<file path="src/design/lict_pkg.sv">
// ============================================================================
// lict_pkg
// Shared types and constants for the level to item count table: beat
// layouts, the per-sensor entry record, operation codes and controller states.
// ============================================================================
package lict_pkg;

    // beat widths on the stream ports
    localparam int IN_TDATA_W  = 72;
    localparam int OUT_TDATA_W = 48;
    localparam int OP_W        = 3;

    // iterative divider: one quotient bit per step
    localparam int DIVIDEND_W  = 14;
    localparam int DIVISOR_W   = 8;
    localparam int STEP_W      = 4;
    localparam logic [STEP_W-1:0] LAST_STEP = STEP_W'(DIVIDEND_W - 1);

    // offset clamp limits
    localparam logic signed [7:0] OFFSET_MIN = -8'sd50;
    localparam logic signed [7:0] OFFSET_MAX = 8'sd50;

    // operation codes carried on s_tuser
    typedef enum logic [OP_W-1:0] {
        OP_QUERY    = 3'd0,
        OP_PRESENCE = 3'd1,
        OP_READING  = 3'd2,
        OP_LIMITS   = 3'd3,
        OP_OFFSET   = 3'd4
    } op_t;

    // controller states
    typedef enum logic [1:0] {
        ST_IDLE,
        ST_APPLY,
        ST_DIV,
        ST_DONE
    } state_t;

    // input beat, lowest field in the lowest bits
    typedef struct packed {
        logic                pad;
        logic signed [7:0]   offset_request;
        logic [7:0]          capacity;
        logic [7:0]          item_height_mm;
        logic [12:0]         full_distance_mm;
        logic                reading_valid;
        logic signed [13:0]  level_mm;
        logic signed [13:0]  raw_mm;
        logic                present_flag;
        logic [3:0]          index;
    } item_t;

    // result beat, lowest field in the lowest bits
    typedef struct packed {
        logic [1:0]          pad;
        logic                full_flag;
        logic                empty_flag;
        logic signed [8:0]   item_count;
        logic signed [13:0]  stored_level_mm;
        logic signed [13:0]  stored_raw_mm;
        logic                is_valid;
        logic                is_present;
        logic                accepted;
        logic [3:0]          entry_index;
    } result_t;

    // one table entry as held in the memory
    typedef struct packed {
        logic                present;
        logic                valid;
        logic signed [13:0]  raw_mm;
        logic signed [13:0]  level_mm;
        logic signed [8:0]   count;
        logic                empty;
        logic                full;
        logic [12:0]         full_dist;
        logic [7:0]          height;
        logic [7:0]          cap;
        logic signed [6:0]   offset;
    } entry_t;

    // divider handshake
    typedef struct packed {
        logic                     start;
        logic [DIVIDEND_W-1:0]    dividend;
        logic [DIVISOR_W-1:0]     divisor;
    } div_req_t;

    typedef struct packed {
        logic                     busy;
        logic                     done;
        logic [DIVIDEND_W-1:0]    quotient;
    } div_rsp_t;

endpackage

</file>
<file path="src/design/lict_ram.sv">
// ============================================================================
// lict_ram
// Generic simple dual-port RAM: one write port, one read port with the read
// data registered.
// ============================================================================
module lict_ram #(
    parameter int WIDTH = 8,
    parameter int DEPTH = 16
) (
    input  logic                                       clk,
    input  logic                                       we,
    input  logic [((DEPTH > 1) ? $clog2(DEPTH) : 1)-1:0] waddr,
    input  logic [WIDTH-1:0]                           wdata,
    input  logic                                       re,
    input  logic [((DEPTH > 1) ? $clog2(DEPTH) : 1)-1:0] raddr,
    output logic [WIDTH-1:0]                           rdata
);

    logic [WIDTH-1:0] mem [DEPTH];
    logic [WIDTH-1:0] rdata_reg;

    // write port
    always_ff @(posedge clk)
    begin
        if (we)
        begin
            mem[waddr] <= wdata;
        end
    end

    // registered read port
    always_ff @(posedge clk)
    begin
        if (re)
        begin
            rdata_reg <= mem[raddr];
        end
    end

    assign rdata = rdata_reg;

endmodule

</file>
<file path="src/design/lict_div.sv">
// ============================================================================
// lict_div
// Restoring unsigned divider: 14-bit dividend by 8-bit divisor, one quotient
// bit per cycle, done pulses for one cycle after the last step.
// ============================================================================
module lict_div (
    input  logic                clk,
    input  logic                rst_n,
    input  lict_pkg::div_req_t  req,
    output lict_pkg::div_rsp_t  rsp
);
    import lict_pkg::*;

    logic [DIVIDEND_W-1:0] quo_reg, quo_next;
    logic [DIVISOR_W-1:0]  rem_reg, rem_next;
    logic [DIVISOR_W-1:0]  dvs_reg, dvs_next;
    logic [STEP_W-1:0]     step_reg, step_next;
    logic                  busy_reg, busy_next;
    logic                  done_reg, done_next;

    logic [DIVISOR_W:0]    shifted;
    logic [DIVISOR_W:0]    diff;
    logic                  ge;

    // one trial subtraction
    assign shifted = {rem_reg, quo_reg[DIVIDEND_W-1]};
    assign diff    = shifted - {1'b0, dvs_reg};
    assign ge      = (shifted >= {1'b0, dvs_reg});

    // step control
    always_comb
    begin
        quo_next  = quo_reg;
        rem_next  = rem_reg;
        dvs_next  = dvs_reg;
        step_next = step_reg;
        busy_next = busy_reg;
        done_next = 1'b0;
        if (req.start)
        begin
            quo_next  = req.dividend;
            rem_next  = '0;
            dvs_next  = req.divisor;
            step_next = '0;
            busy_next = 1'b1;
        end
        else if (busy_reg)
        begin
            quo_next  = {quo_reg[DIVIDEND_W-2:0], ge};
            rem_next  = ge ? diff[DIVISOR_W-1:0] : shifted[DIVISOR_W-1:0];
            step_next = step_reg + STEP_W'(1);
            if (step_reg == LAST_STEP)
            begin
                busy_next = 1'b0;
                done_next = 1'b1;
            end
        end
    end

    // control registers
    always_ff @(posedge clk or negedge rst_n)
    begin
        if (!rst_n)
        begin
            busy_reg <= 1'b0;
            done_reg <= 1'b0;
            step_reg <= '0;
        end
        else
        begin
            busy_reg <= busy_next;
            done_reg <= done_next;
            step_reg <= step_next;
        end
    end

    // datapath registers
    always_ff @(posedge clk)
    begin
        quo_reg <= quo_next;
        rem_reg <= rem_next;
        dvs_reg <= dvs_next;
    end

    assign rsp.busy     = busy_reg;
    assign rsp.done     = done_reg;
    assign rsp.quotient = quo_reg;

endmodule

</file>
<file path="src/design/level_to_item_count_table.sv">
// ============================================================================
// level_to_item_count_table
// Per-sensor level table: presence, last reading, limits and offset per entry,
// with the item count worked out again after each reading, limit or offset change.
// ============================================================================
// Usage
//   s_* channel: one command beat; s_tuser carries the operation, s_tdata the
//   index and the operand fields. m_* channel: one result beat per command,
//   reporting the addressed entry after the operation.
//   An entry lives in one memory word (read, modify, write back). A command
//   that works out the count passes through these steps from acceptance to
//   its result beat: the memory read at acceptance, an apply step, 14 steps
//   in the bit-serial divider that works out the items removed, a step to
//   form the count, and a step to write back and load the result register.
//   Other in-range commands skip the divider; an out-of-range index skips
//   the memory and the divider.
//   One command is in flight at a time; the next can be taken in the cycle
//   in which the previous result first sits in the output register, even if
//   that result still waits.
//   A stalled receiver holds the result register; the finished command then
//   waits (and holds back the next) until m_tready frees the register.
//   Reset empties the output register and marks every entry unwritten, so
//   each entry reads with its reset values until first written.
// ============================================================================
module level_to_item_count_table #(
    parameter int SENSOR_COUNT        = 8,
    parameter int DEFAULT_FULL_DIST   = 30,
    parameter int DEFAULT_ITEM_HEIGHT = 5,
    parameter int DEFAULT_CAPACITY    = 20
) (
    input  logic                               clk,
    input  logic                               rst_n,
    input  logic                               s_tvalid,
    output logic                               s_tready,
    // index, present_flag, raw_mm, level_mm, reading_valid,
    // full_distance_mm, item_height_mm, capacity, offset_request, zero pad
    input  logic [lict_pkg::IN_TDATA_W-1:0]    s_tdata,
    // operation
    input  logic [lict_pkg::OP_W-1:0]          s_tuser,
    output logic                               m_tvalid,
    input  logic                               m_tready,
    // entry_index, accepted, is_present, is_valid, stored_raw_mm,
    // stored_level_mm, item_count, empty_flag, full_flag, zero pad
    output logic [lict_pkg::OUT_TDATA_W-1:0]   m_tdata
);
    import lict_pkg::*;

    localparam int AW      = (SENSOR_COUNT > 1) ? $clog2(SENSOR_COUNT) : 1;
    localparam int ENTRY_W = $bits(entry_t);

    state_t   state_reg, state_next;

    item_t    item_reg;
    logic [OP_W-1:0] op_reg;
    logic     bad_reg;
    logic     ok_reg, ok_next;
    entry_t   entry_reg, entry_next;
    logic [SENSOR_COUNT-1:0] written_reg;

    logic     out_valid_reg;
    result_t  out_data_reg;
    result_t  result;

    item_t    in_item;
    logic     in_good;
    logic [AW-1:0] idx;

    logic     s_ready_c;
    logic     ram_re;
    logic     ram_we;
    logic     apply_load;
    logic     count_load;
    logic     out_load;

    logic [ENTRY_W-1:0] ram_rdata;
    entry_t   reset_entry;
    entry_t   src;
    entry_t   mod;
    logic     recomp;
    logic     need_div;
    logic signed [15:0] num_w;
    logic signed [15:0] cnt_w;
    logic [7:0] cnt_clamped;

    div_req_t div_req;
    div_rsp_t div_rsp;

    assign in_item = item_t'(s_tdata);
    assign in_good = ({1'b0, in_item.index} < 5'(SENSOR_COUNT));
    assign idx     = item_reg.index[AW-1:0];

    // values an entry holds before its first write
    always_comb
    begin
        reset_entry             = '0;
        reset_entry.raw_mm      = -14'sd1;
        reset_entry.level_mm    = -14'sd1;
        reset_entry.count       = -9'sd1;
        reset_entry.full_dist   = 13'(DEFAULT_FULL_DIST);
        reset_entry.height      = 8'(DEFAULT_ITEM_HEIGHT);
        reset_entry.cap         = 8'(DEFAULT_CAPACITY);
    end

    // entry memory
    lict_ram #(
        .WIDTH (ENTRY_W),
        .DEPTH (SENSOR_COUNT)
    ) u_ram (
        .clk   (clk),
        .we    (ram_we),
        .waddr (idx),
        .wdata (entry_reg),
        .re    (ram_re),
        .raddr (in_item.index[AW-1:0]),
        .rdata (ram_rdata)
    );

    // apply the operation to the entry read back
    always_comb
    begin
        src     = written_reg[idx] ? entry_t'(ram_rdata) : reset_entry;
        mod     = src;
        recomp  = 1'b0;
        ok_next = 1'b1;
        unique case (op_reg)
            OP_QUERY:
            begin
                mod = src;
            end
            OP_PRESENCE:
            begin
                mod.present = item_reg.present_flag;
                if (!item_reg.present_flag)
                begin
                    mod.valid       = 1'b0;
                    mod.raw_mm      = -14'sd1;
                    mod.level_mm    = -14'sd1;
                    mod.count       = -9'sd1;
                    mod.empty       = 1'b0;
                    mod.full        = 1'b0;
                end
            end
            OP_READING:
            begin
                mod.raw_mm      = item_reg.raw_mm;
                mod.level_mm    = item_reg.level_mm;
                mod.valid       = item_reg.reading_valid;
                recomp          = 1'b1;
            end
            OP_LIMITS:
            begin
                if (item_reg.full_distance_mm != '0)
                begin
                    mod.full_dist = item_reg.full_distance_mm;
                end
                if (item_reg.item_height_mm != '0)
                begin
                    mod.height = item_reg.item_height_mm;
                end
                if (item_reg.capacity != '0)
                begin
                    mod.cap = item_reg.capacity;
                end
                recomp = 1'b1;
            end
            OP_OFFSET:
            begin
                if (item_reg.offset_request < OFFSET_MIN)
                begin
                    mod.offset = OFFSET_MIN[6:0];
                end
                else if (item_reg.offset_request > OFFSET_MAX)
                begin
                    mod.offset = OFFSET_MAX[6:0];
                end
                else
                begin
                    mod.offset = item_reg.offset_request[6:0];
                end
                recomp = 1'b1;
            end
            default:
            begin
                ok_next = 1'b0;
            end
        endcase

        // no usable reading: count unknown
        need_div = recomp && mod.valid && !mod.level_mm[13];
        if (recomp && !need_div)
        begin
            mod.count = -9'sd1;
            mod.empty = 1'b0;
            mod.full  = 1'b0;
        end
    end

    // rounded numerator for the removed-item division
    assign num_w = 16'(mod.level_mm) - $signed({3'b000, mod.full_dist})
                 + $signed({9'd0, mod.height[7:1]});

    assign div_req.start    = apply_load && need_div;
    assign div_req.dividend = (num_w > 16'sd0) ? num_w[DIVIDEND_W-1:0] : '0;
    assign div_req.divisor  = mod.height;

    lict_div u_div (
        .clk   (clk),
        .rst_n (rst_n),
        .req   (div_req),
        .rsp   (div_rsp)
    );

    // count = capacity - removed + offset, clamped to 0 .. capacity
    assign cnt_w = $signed({8'd0, entry_reg.cap})
                 - $signed({2'b00, div_rsp.quotient})
                 + 16'(entry_reg.offset);

    always_comb
    begin
        if (cnt_w < 16'sd0)
        begin
            cnt_clamped = '0;
        end
        else if (cnt_w > $signed({8'd0, entry_reg.cap}))
        begin
            cnt_clamped = entry_reg.cap;
        end
        else
        begin
            cnt_clamped = cnt_w[7:0];
        end
    end

    always_comb
    begin
        entry_next = entry_reg;
        if (apply_load)
        begin
            entry_next = mod;
        end
        else if (count_load)
        begin
            entry_next.count = $signed({1'b0, cnt_clamped});
            entry_next.empty = (cnt_clamped == '0);
            entry_next.full  = (cnt_clamped == entry_reg.cap);
        end
    end

    // result beat
    always_comb
    begin
        result             = '0;
        result.entry_index = item_reg.index;
        if (!bad_reg)
        begin
            result.accepted           = ok_reg;
            result.is_present         = entry_reg.present;
            result.is_valid           = entry_reg.valid;
            result.stored_raw_mm      = entry_reg.raw_mm;
            result.stored_level_mm    = entry_reg.level_mm;
            result.item_count         = entry_reg.count;
            result.empty_flag         = entry_reg.empty;
            result.full_flag          = entry_reg.full;
        end
    end

    // next state
    always_comb
    begin
        state_next = state_reg;
        unique case (state_reg)
            ST_IDLE:
            begin
                if (s_tvalid)
                begin
                    state_next = in_good ? ST_APPLY : ST_DONE;
                end
            end
            ST_APPLY:
            begin
                state_next = need_div ? ST_DIV : ST_DONE;
            end
            ST_DIV:
            begin
                if (div_rsp.done)
                begin
                    state_next = ST_DONE;
                end
            end
            ST_DONE:
            begin
                if (!out_valid_reg || m_tready)
                begin
                    state_next = ST_IDLE;
                end
            end
            default:
            begin
                state_next = ST_IDLE;
            end
        endcase
    end

    // state outputs
    always_comb
    begin
        s_ready_c  = 1'b0;
        ram_re     = 1'b0;
        ram_we     = 1'b0;
        apply_load = 1'b0;
        count_load = 1'b0;
        out_load   = 1'b0;
        unique case (state_reg)
            ST_IDLE:
            begin
                s_ready_c = 1'b1;
                ram_re    = s_tvalid && in_good;
            end
            ST_APPLY:
            begin
                apply_load = 1'b1;
            end
            ST_DIV:
            begin
                count_load = div_rsp.done;
            end
            ST_DONE:
            begin
                out_load = !out_valid_reg || m_tready;
                ram_we   = out_load && !bad_reg && ok_reg;
            end
            default:
            begin
                s_ready_c = 1'b0;
            end
        endcase
    end

    // control registers
    always_ff @(posedge clk or negedge rst_n)
    begin
        if (!rst_n)
        begin
            state_reg     <= ST_IDLE;
            out_valid_reg <= 1'b0;
            written_reg   <= '0;
        end
        else
        begin
            state_reg <= state_next;
            if (out_load)
            begin
                out_valid_reg <= 1'b1;
            end
            else if (m_tready)
            begin
                out_valid_reg <= 1'b0;
            end
            if (ram_we)
            begin
                written_reg[idx] <= 1'b1;
            end
        end
    end

    // payload registers
    always_ff @(posedge clk)
    begin
        if (s_ready_c && s_tvalid)
        begin
            item_reg <= in_item;
            op_reg   <= s_tuser;
            bad_reg  <= !in_good;
        end
        if (apply_load)
        begin
            ok_reg <= ok_next;
        end
        entry_reg <= entry_next;
        if (out_load)
        begin
            out_data_reg <= result;
        end
    end

    assign s_tready = s_ready_c;
    assign m_tvalid = out_valid_reg;
    assign m_tdata  = out_data_reg;

    // write-back only when a command finishes
    assert property (@(posedge clk) disable iff (!rst_n)
        ram_we |-> (state_reg == ST_DONE) && !bad_reg)
        else $error("entry write outside completion");

    // divider is idle whenever a new command can be taken
    assert property (@(posedge clk) disable iff (!rst_n)
        (state_reg == ST_IDLE) |-> !div_rsp.busy)
        else $error("divider busy while idle");

    // waiting on the divider means it is running or just finished
    assert property (@(posedge clk) disable iff (!rst_n)
        (state_reg == ST_DIV) |-> (div_rsp.busy || div_rsp.done))
        else $error("waiting on an idle divider");

    // a worked-out count is never negative and sets empty exactly at zero
    assert property (@(posedge clk) disable iff (!rst_n)
        (count_load |=> !entry_reg.count[8]
                        && (entry_reg.empty == (entry_reg.count == 9'sd0))))
        else $error("count out of range");

endmodule
</file>
<file path="config.mk">
export PLATFORM = sky130hd
export DESIGN_NAME = level_to_item_count_table
export DESIGN_NICKNAME = d
export VERILOG_FILES = /design/src/design/lict_pkg.sv /design/src/design/lict_ram.sv /design/src/design/lict_div.sv /design/src/design/level_to_item_count_table.sv
export SDC_FILE = /design/constraint.sdc
export NUM_CORES = 1
export LEC_CHECK = 0
export BUFFER_PORTS_ARGS = -buffer_cell sky130_fd_sc_hd__buf_2
export CAP_MARGIN = 20
export CORE_ASPECT_RATIO = 2
export CORE_MARGIN = 2
export CORE_UTILIZATION = 45
export DETAILED_ROUTE_END_ITERATION = 7
export HOLD_SLACK_MARGIN = 0.06
export SETUP_SLACK_MARGIN = 0.02
export SYNTH_ARGS = -nofsm -noshare
export SYNTH_HDL_FRONTEND = slang
export SYNTH_HIERARCHICAL = 1
export SYNTH_SLANG_ARGS = --single-unit
</file>
<file path="constraint.sdc">
create_clock -name clk -period 8.08 [get_ports clk]
set_input_delay 1.212 -clock clk [delete_from_list [all_inputs] [get_ports clk]]
set_output_delay 1.212 -clock clk [all_outputs]
set_load 0.05 [all_outputs]
</file>
==> Yosys cells after proc, flatten, opt, wreduce, memory -nomap -nowiden <==
Memories as Yosys holds them, arrays and structs flattened. A register that Yosys moved wholly into a read port is not among the register bits.
Cells that the tools add are included.
{ "classes": {"addsub": 6, "magnitude_cmp": 9, "n_eq_ne": 12, "mux": 51, "bitwise": 1, "n_reduce_logical": 27} }
{ "op_table": {"columns": ["operator", "count"], "rows": [
  ["$mux 77", 1],
  ["$pmux 29 s2", 1],
  ["$mux 11", 4],
  ["$mux 14", 3],
  ["$mux 40", 1],
  ["$mux 8", 5],
  ["$mux 29", 1],
  ["$mux 1", 22],
  ["$mux 7", 3],
  ["$add 15x7->16", 1],
  ["$add 15x8->16", 1],
  ["$gt 16x1->1 const B", 1],
  ["$gt 16x9->1", 1],
  ["$lt 16x1->1 const B", 1],
  ["$reduce_bool 8->1", 2],
  ["$sub 14x14->15", 1],
  ["$sub 8x14->15", 1],
  ["$mux 13", 1],
  ["$reduce_bool 13->1", 1],
  ["$ge 9x8->1", 1],
  ["$logic_and 1x1->1", 9],
  ["$eq 8x8->1", 1],
  ["$gt 8x7->1 const B", 1],
  ["$logic_not 8->1", 1],
  ["other kinds (28)", 41]
]} }
{ "totals": {"regBits": 246, "mem_bits_rw": 616, "in_bits": 79, "out_inout_bits": 50, "mem_count": 1} }
{ "memory_table": {"columns": ["memory", "words", "word_bits", "rd", "rd_ports_with_merged_regs", "write_ports", "line_no", "rtl"], "rows": [
  ["u_ram.mem", 8, 77, 1, 1, 1, "lict_ram.sv:19", "logic [WIDTH-1:0] mem [DEPTH];"]
]} }

==> Depth between registers and ports, before layout <==
{ "logic_depth": {"depth_word": 11, "ltp_mapped": 26, "mapped_depth_nobuf": 25} }

==> Modules after synthesis <==
Netlist, hierarchy kept.
{ "modules_own_cells": {"columns": ["module", "n_inst", "cells_per_inst", "area_each_um2", "seq_area_each_um2"], "rows": [
  ["lict_ram", 1, 980, 25737.2, 20810.0],
  ["level_to_item_count_table", 1, 931, 10805.4, 6221.0],
  ["lict_div", 1, 158, 1883.1, 970.9]
]} }

==> Worst setup path before layout <==
OpenSTA, ideal clock, no wires.
{ "synth_timing": {"kind": "input-to-reg", "startpoint": "in m_tready", "endpoint": "mem u_ram/mem[0][0] (netlist bit), enable pin", "setup_ns": 0.607, "arrival_time_ns": 7.044, "required_ns": 7.473, "setup_slack_ns": 0.429, "stages": 5, "n_path_buf": 1, "path_cell_list": "nand2b_1 > and3_1 > clkbuf_1 > nand2b_1 > nor3_1"} }
{ "synth_via": {"elab_chain_cells": 6} }
{ "synth_lines": {"columns": ["item", "line_no", "rtl"], "rows": [
  ["start: declaration", "level_to_item_count_table.sv:41", "input logic m_tready,"],
  ["$logic_or 1x1->1", "level_to_item_count_table.sv:329", "out_load = !out_valid_reg || m_tready;"],
  ["$logic_and 1x1->1 (2 in series)", "level_to_item_count_table.sv:330", "ram_we = out_load && !bad_reg && ok_reg;"],
  ["$mux 1", "level_to_item_count_table.sv:313", "unique case (state_reg)"],
  ["via ram_we", "level_to_item_count_table.sv:70", "logic ram_we;"],
  ["$mux 1", "lict_ram.sv:25", "if (we)"],
  ["$mux 1 (not written as such)", "lict_ram.sv:27", "mem[waddr] <= wdata;"],
  ["end: declaration", "lict_ram.sv:19", null]
]} }
The timed path passes the listed nets, and every way through them passes these cells.

==> run_results.csv <==
group,metric,value,unit
power,p_leak,14.4,nW
timing,fin_skew,0.0255,ns
timing,drv_slew,0,
clock_tree,cts_max_level,3,
route,drc,0,
finish,drive_gt1_share,25.0,%
timing,worst_pin_slew,1.13,ns
setup_path,cp.arrival,7.49,ns
setup_path,slowest_delay,0.89,ns
floorplanning,coreArea,0.0846,mm2
floorplanning,initial_core_util,45.4,%
global_route,grt.total_usage,20.9,%
route,vias,19600,
timing,setup_viol,0,
timing,fin_crit,6.98,ns
clock_tree,cts_setup_buffers,0,
setup_path,crit_buf_inv,2,
setup_path,timing.critical_path.max_delay_family,"compound AO/OA/AOI/OAI gates",
setup_path,rr_endpoint,"entry_reg[37]$_DFFE_PP_",
run,cap_violations,0,
global_route,grt_pass1_vias,20800,
hold_path,hold_end,"written_reg[2]$_DFFE_PN0P_",
setup_path,worstPathCellList,"inv_1 -> ha_1 -> fa_1 -> nor2b_1 -> o21ai_0 -> a21boi_0 -> nor2_1 -> ha_1 -> a21oi_1 -> o21ai_0 -> a21o_1 -> a21o_2 -> xnor2_1 -> inv_1 -> ha_1 -> nand4_1 -> nor3_1 -> nor2_1 -> a211oi_2 -> o2111ai_1 -> nor4b_2 -> o21ai_0 -> mux2_2 -> o31ai_2",
route,dr.pass1.iters,5,
setup_path,r2r_cells,24,
power,p_per_area,340,mW/mm2
finish,seq_area,0.0280,mm2
clock_tree,path_clk_slew,0.07,ns
clock_tree,cts_hold_buf,0,
global_route,overflow,0,
route,routed_wl,90.4,mm
finish,multi_input_area,0.00973,mm2
finish,nFillCells,6955,
route,vias_per_cell,5.82,
route,wl_per_cell,26.9,um
finish,largest_register_ffs,616,
clock_tree,cts_resized,0,
finish,nNetsFinal,2387,
power,comb_power_share,27.4,%
placement,dpl.hpwl,52.2,mm
placement,gp_congestion,0.876,
timing,fin_crit_sh,86.4,%
hold_path,min_path_type,"flop to flop",
power,p_int,0.00975,W
timing,tns,0,ns
setup_path,slowest_stage,"nor4b_2",
floorplanning,die-width,211,um
hold_path,min_path_cells,1,
floorplanning,io_pins,129,
floorplanning,die-height,417,um
power,switching_power,0.00484,W
setup_path,reg2reg_from,"entry_reg[7]$_DFFE_PP_",
placement,io_buffers,125,
floorplanning,die-area,0.0879,mm2
route,ant_nets,0,
yosys,syn-cell-area,0.0384,mm2
power,peakVddDrop,0.211,mV
placement,placed_area,0.0403,mm2
timing,hold_violations,0,
finish,design_area,0.0429,mm2
route,first_iter_violations,1425,
global_route,grt_pass1_wl,133,mm
setup_path,worst-setup-path-type,"flop to flop",
power,swShare,33.2,%
clock_tree,clock-sinks,938,
clock_tree,cts-buffers-inserted,82,
clock_tree,cts-root-buf,"clkbuf_16",
finish,syn2layout_area_growth,11.6,%
timing,max_slew_margin,24.5,%
setup_path,start_kind,"flop",
clock_tree,tritoncts,"yes",
floorplanning,row_count,151,
setup_path,required,8.58,ns
timing,rsz0062_at_grt,"no",
timing,timing.fmax,143,MHz
status,outcome,"completed",
setup_path,cp-end-kind,"flop",
yosys,yosys_warnings,6,
global_route,antenna_found_initial,1,
clock_tree,cts_buffer_depth,3,
yosys,syn_area_per_cell,18.6,um2
setup_path,r2r_slack,1.10,ns
power,sequentialPowerShare,46.4,%
clock_tree,insertion_delay,0.68,ns
power,p_clk_share,26.2,%
global_route,grt_start_max_net_pins,96,
yosys,syn_inst,2068,
setup_path,worstPathMaxFanout,13,
hold_path,hp-start,"written_reg[2]$_DFFE_PN0P_",
power by group through the flow:
stage               Sequential [W]  Combinational, W  Clock, W
floorplan                  0.00691           0.00258         0
CTS                        0.00678           0.00402   0.00393
global route               0.00685           0.00434   0.00409
detailed placement         0.00687           0.00400         0
finish                     0.00677           0.00399   0.00383
global placement           0.00683           0.00394         0
routing by layer:
metal	track usage, %	vias up	wire [um]
li1	-	8515	-
met1	24.8	10400	34800
met2	38.7	508	49300
met3	2.28	136	3580
met4	8.07	0	2710
met5	0	-	0
worst max path at each step:
stage / from / to / slack [ns] / depth (start not counted)
2_1_floorplan: m_tready / u_ram/mem[0][0]$_DFFE_PP_ / 0.43 / 5
3_3_place_gp: entry_reg[7]$_DFFE_PP_ / entry_reg[37]$_DFFE_PP_ / 1.35 / 24
3_5_place_dp: entry_reg[7]$_DFFE_PP_ / entry_reg[37]$_DFFE_PP_ / 1.29 / 24
4_1_cts: entry_reg[7]$_DFFE_PP_ / entry_reg[37]$_DFFE_PP_ / 1.23 / 24
5_1_grt: entry_reg[7]$_DFFE_PP_ / entry_reg[37]$_DFFE_PP_ / 0.65 / 24
6_report: entry_reg[7]$_DFFE_PP_ / entry_reg[37]$_DFFE_PP_ / 1.10 / 24
per-stage QoR:
step | power, W | utilization, % | hold slack, ns | cells | worst slack, ns
final | 0.0146 | 50.6 | 0.463 | 3367 | 1.10
after global routing | 0.0153 | 50.6 | 0.485 | 3367 | 0.647
after CTS | 0.0147 | 50.6 | 0.444 | 3366 | 1.23
after detailed placement | 0.0109 | 47.6 | 0.449 | 3219 | 1.29
after global placement | 0.0108 | 47.6 | 0.438 | 3219 | 1.35
after floorplan | 0.00950 | - | 0.428 | 2069 | 0.429
layout make-up:
| cell class | instances | area share (%) |
|---|---|---|
| sequential | 938 | 65.3 |
| clock inverter | 46 | 0.893 |
| multi-input combinational | 972 | 22.7 |
| clock buffer | 101 | 5.05 |
| inverter | 73 | 0.639 |
| tap | 1071 | 3.13 |
| timing repair buffer | 165 | 2.26 |
| antenna | 1 | 0.00584 |
layout by cell type, fill, tap and decap left out, types with 32 or more instances in the layout:
cell type / instances
nand2_1: 71
clkbuf_16: 84
inv_1: 73
buf_4: 39
mux4_2: 154
nor3_1: 41
mux2_4: 60
o21ai_0: 68
a21oi_1: 38
edfxtp_1: 913
mux2_2: 32
buf_2: 122
ha_1: 65
nor2b_1: 59
nor2_1: 99
Note: power is estimated with default switching activity, not from simulation.
